--- config.mk ---
export PLATFORM = sky130hd
export DESIGN_NAME = gfsr521_lcg
export DESIGN_NICKNAME = d
export VERILOG_FILES = /design/src/hw/rtl/gfsr521_pkg.sv /design/src/hw/rtl/gfsr521_lcg.sv
export SDC_FILE = /design/constraint.sdc
export NUM_CORES = 1
export LEC_CHECK = 0
export ABC_CLOCK_PERIOD_IN_PS = 10450
export BUFFER_PORTS_ARGS = -buffer_cell sky130_fd_sc_hd__buf_2
export CAP_MARGIN = 20
export CORE_MARGIN = 8
export CORE_UTILIZATION = 69
export DETAILED_ROUTE_END_ITERATION = 8
export HOLD_SLACK_MARGIN = 0.06
export PLACE_DENSITY_LB_ADDON = 0.12
export SLEW_MARGIN = 15
export SYNTH_ARGS = -nofsm -noshare
export SYNTH_HDL_FRONTEND = slang
export SYNTH_SLANG_ARGS = --single-unit
--- constraint.sdc ---
create_clock -name clk -period 10.45 [get_ports clk]
set_input_delay 0 -clock clk [delete_from_list [all_inputs] [get_ports clk]]
set_output_delay 0 -clock clk [all_outputs]
set_load 0.01 [all_outputs]
--- src/hw/rtl/gfsr521_pkg.sv ---
// gfsr521_pkg: constants, state type and control structs of the gfsr random generator
// used by gfsr521_lcg and gfsr_random_generator_521_core; no dependencies
package gfsr521_pkg;

	localparam int unsigned TABLE_WORDS = 521;
	localparam int unsigned WORD_W      = 32;
	localparam int unsigned LAG         = 32;
	localparam int unsigned SEED_WORDS  = 17;
	localparam int unsigned SHIFT_L     = 23;
	localparam int unsigned SHIFT_R     = 9;
	localparam int unsigned BIT_W       = $clog2(WORD_W);
	localparam int unsigned PASS_W      = 2;

	localparam logic [WORD_W-1:0] LCG_MUL = 32'd1566083941;
	localparam logic [WORD_W-1:0] LCG_INC = 32'd1;

	// recurrence taps in the window, newest word at index 0
	localparam int unsigned TAP_NEAR = 0;
	localparam int unsigned TAP_MID  = SEED_WORDS - 2;
	localparam int unsigned TAP_FAR  = SEED_WORDS - 1;

	localparam logic [PASS_W-1:0] PASS_LAST = 2'd3;

	typedef enum logic [2:0] {
		ST_IDLE,
		ST_LCG,
		ST_FILL,
		ST_MIX,
		ST_WRAP_RD,
		ST_OUT
	} state_t;

	typedef struct packed {
		logic load;
		logic run;
	} lcg_ctrl_t;

	typedef struct packed {
		logic              word_done;
		logic [WORD_W-1:0] word;
	} lcg_stat_t;

endpackage

--- src/hw/rtl/gfsr521_lcg.sv ---
// gfsr521_lcg: linear congruential sequence, one step a cycle while run is high, gathering top bits into words
// depends on gfsr521_pkg
module gfsr521_lcg (
	input  logic                              clk,
	input  logic                              arst_n,
	input  gfsr521_pkg::lcg_ctrl_t            ctrl,
	input  logic [gfsr521_pkg::WORD_W-1:0]    seed,
	output gfsr521_pkg::lcg_stat_t            stat
);
	import gfsr521_pkg::*;

	logic [WORD_W-1:0] x_q;
	logic [WORD_W-1:0] acc_q;
	logic [BIT_W-1:0]  bit_q;
	logic [WORD_W-1:0] x_next;
	logic [WORD_W-1:0] acc_next;

	assign x_next   = WORD_W'(x_q * LCG_MUL) + LCG_INC;
	assign acc_next = {x_next[WORD_W-1], acc_q[WORD_W-1:1]};

	always_comb begin
		stat.word_done = ctrl.run && (bit_q == BIT_W'(WORD_W - 1));
		stat.word      = acc_next;
	end

	always_ff @(posedge clk or negedge arst_n) begin
		if (!arst_n) begin
			bit_q <= '0;
		end else if (ctrl.load) begin
			bit_q <= '0;
		end else if (ctrl.run) begin
			bit_q <= bit_q + BIT_W'(1);
		end
	end

	always_ff @(posedge clk) begin
		if (ctrl.load) begin
			x_q <= seed;
		end else if (ctrl.run) begin
			x_q   <= x_next;
			acc_q <= acc_next;
		end
	end

endmodule

==> reports/qor.txt <==
CP cell instances = ha_1 > fa_1 > fa_1 > inv_1 > fa_1 > inv_1 > fa_1 > ha_1 > fa_1 > inv_1 > fa_1 > inv_1 > ha_1 > nand4_1 > nor3_2 > o211ai_2 > a2111oi_2 > o21a_2 > o22ai_2 > xnor2_1 > buf_2
Most common cell in the synthesized netlist = inv_1
CTS root buf = clkbuf_16
CTS clk-pin slew, worst paths = 0.06 ns
Layout net count = 1450
Kind of cell adding the most delay to the critical path = adder cells
Max clock buf depth = 2
Post-CTS resize count = 0
CTS tree = built
Top cells by area, synth = fa_1 31%, ha_1 23%, edfxtp_1 18%
Max Cap Viol = 0
Slew headroom = 40.2%
DRC = 0
Crit path arrival time = 7.01 ns
Worst path bufs/invs = 5
Total global routing overflow = 0
Vias = 7219
Most used cell, CP = fa_1
Avg Vias per Cell = 5.78
CP Launch Type = flop
Fin. max-slew vios = 0
Synthesized area = 10600 µm²
GRT Util Overall = 29.9%
Floorplan row count = 45
FF+latch area = 2020 µm²
Synth async-reset ratio = 7.35%
Layout cells sized above 1 = 10.7%
CTS buffer count = 9
Setup-failing EPs final = 0
Worst min-delay path category = input port to flop
Area Growth Syn to Fin = 9.72%
Pin count of the biggest net entering global routing = 72
Crit-path max cell delay = 0.52 ns
Reg2Reg Capture Point = x_q[31]
Synthesized flop and latch total = 68
Starting Density = 70.3%
Diodes inserted = 0
Yosys top cell by area = fa_1
Syn. warnings = 0
Sum Neg Setup Slack = 0 ns
# clock sinks = 68
Slowest CP cell = fa_1
Fin crit period = 7.01 ns
H-tree depth = 3
R2R Path Start = x_q[12]
DR iter-0 viols = 566
CP Max Fanout = 6
Worst-margin pin slew = 0.897 ns
Synth unique cells = 63
Die X = 140 µm
Multi-input gate area = 7480 µm²
Hold_sp = seed[11]
Crit path kind = flop to output pin
Unrepaired setup endpoints after global routing = no
Worst skew pair latency = 0.34 ns
Half-perimeter wire length after detailed placement = 22800 µm
Filler instances = 980
Reg-to-reg slack, setup = 3.48 ns
First-pass GRT wire length = 43900 µm
Syn_nets = 1359
Reg2Reg Depth = 21
CP Capture Type = output pin
Fmax = 0.143 GHz
Routed WL = 27300 µm
GPL Wtd Cong = 0.940
Synth cell count leaders = 267 x inv_1, 194 x ha_1, 163 x fa_1, 63 x edfxtp_1, 43 x xnor2_1
Crit path to = stat[31]
Status = complete, no violations
Worst path depth = 21
Main synth FF type = edfxtp_1
Port Buf Inserts = 68
Boundary Pins = 69
Seq/Total Area, Yosys = 19.0%
Final hold vios = 0
Post-synthesis area per instance = 11.0 µm²
Setup Skew = 0.00784 ns
Mapped Cells = 966
Post-synth EDFFs = 63
WL/cell = 21.9 µm
Detailed Routing Iterations Pass 1 = 5
Area of the die = 19600 µm²
Req. time, crit path = 10.45 ns
Vias in the first global route = 8145
Die Ht = 140 µm
Initial antenna violation count = 0
Core ar. = 15100 µm²
Antenna viol nets, final = 0
Hold WS = 0.0895 ns
Setup crit start = x_q[12]
Yosys top cell area share = 30.8%
WHS Path Cells = 3
Final period util = 67.1%
-- cell families (layout without fill, tap and decap cells) --
group           count (synthesis)  count (layout)  share of synthesized area (%)
compound gates                102             102                           6.92
xor+xnor                       57              57                           4.71
fa+ha+maj                     357             357                           53.6
buf+inv                       282             378                           10.5
flops                          68              68                           19.0
mux                             9               9                          0.920
simple gates                   91              91                           4.29
-- cell type report --
| class | instances | share of cell area (%) |
|---|---|---|
| Clock buffer | 9 | 1.93 |
| Inverter | 267 | 8.61 |
| Tap cell | 188 | 2.02 |
| Clock inverter | 7 | 0.645 |
| Sequential cell | 68 | 17.3 |
| Multi-Input combinational cell | 616 | 64.3 |
| Timing Repair Buffer | 95 | 5.20 |
-- worst min-delay path by stage --
stage | endpoint | slack [ns]
global placement | bit_q[4] | -0.18
floorplan | bit_q[0] | -0.30
detailed placement | bit_q[4] | -0.18
CTS | x_q[17] | 0.07
finish | x_q[11] | 0.09
global route | x_q[11] | 0.09
-- state kept, by name, summed over array words and instances, names as in the netlist --
| register | count |
|---|---|
| acc_q | 31 |
| bit_q | 5 |
| x_q | 32 |
-- per-stage QoR --
step           utilization, %  worst slack, ns  instances  instance area [µm²]
6_report                 77.1             3.44       1250                11600
5_1_grt                  77.1             3.11       1250                11600
4_1_cts                  77.1             3.44       1250                11600
3_5_place_dp             73.5             3.59       1209                11100
3_3_place_gp             73.5             3.63       1209                11100
2_1_floorplan               -             4.00        966                10600
-- worst min-delay path, cell delays in order --
cell     delay [ns]
buf_2          0.08
nand2_1        0.05
o21ai_0        0.15
-- per-layer routing --
metal	GRT usage (%)	vias to the layer above	wire length [µm]
li1	-	3264	-
met1	37.2	3577	10900
met2	47.5	312	12600
met3	7.65	66	2450
met4	15.4	0	1420
met5	0	-	0
-- what timing repair did --
item / in CTS / in global routing
endpoints found under the hold margin: 30 / 0
setup buffers: 0 / 0
hold buffers: 25 / 0
-- cell usage in the layout, fill, tap and decap left out, types with 14 or more instances in the layout --
cell	n
o21ai_0	21
ha_1	194
buf_2	68
inv_1	267
dlygate4sd3_1	25
a21oi_1	19
nor2_1	15
nand2_1	39
edfxtp_1	63
fa_1	163
xor2_1	14
xnor2_1	43
Power is left out: the tool's default activity adds up to more than one toggle a clock period on the data nets, which glitch-free logic cannot reach.
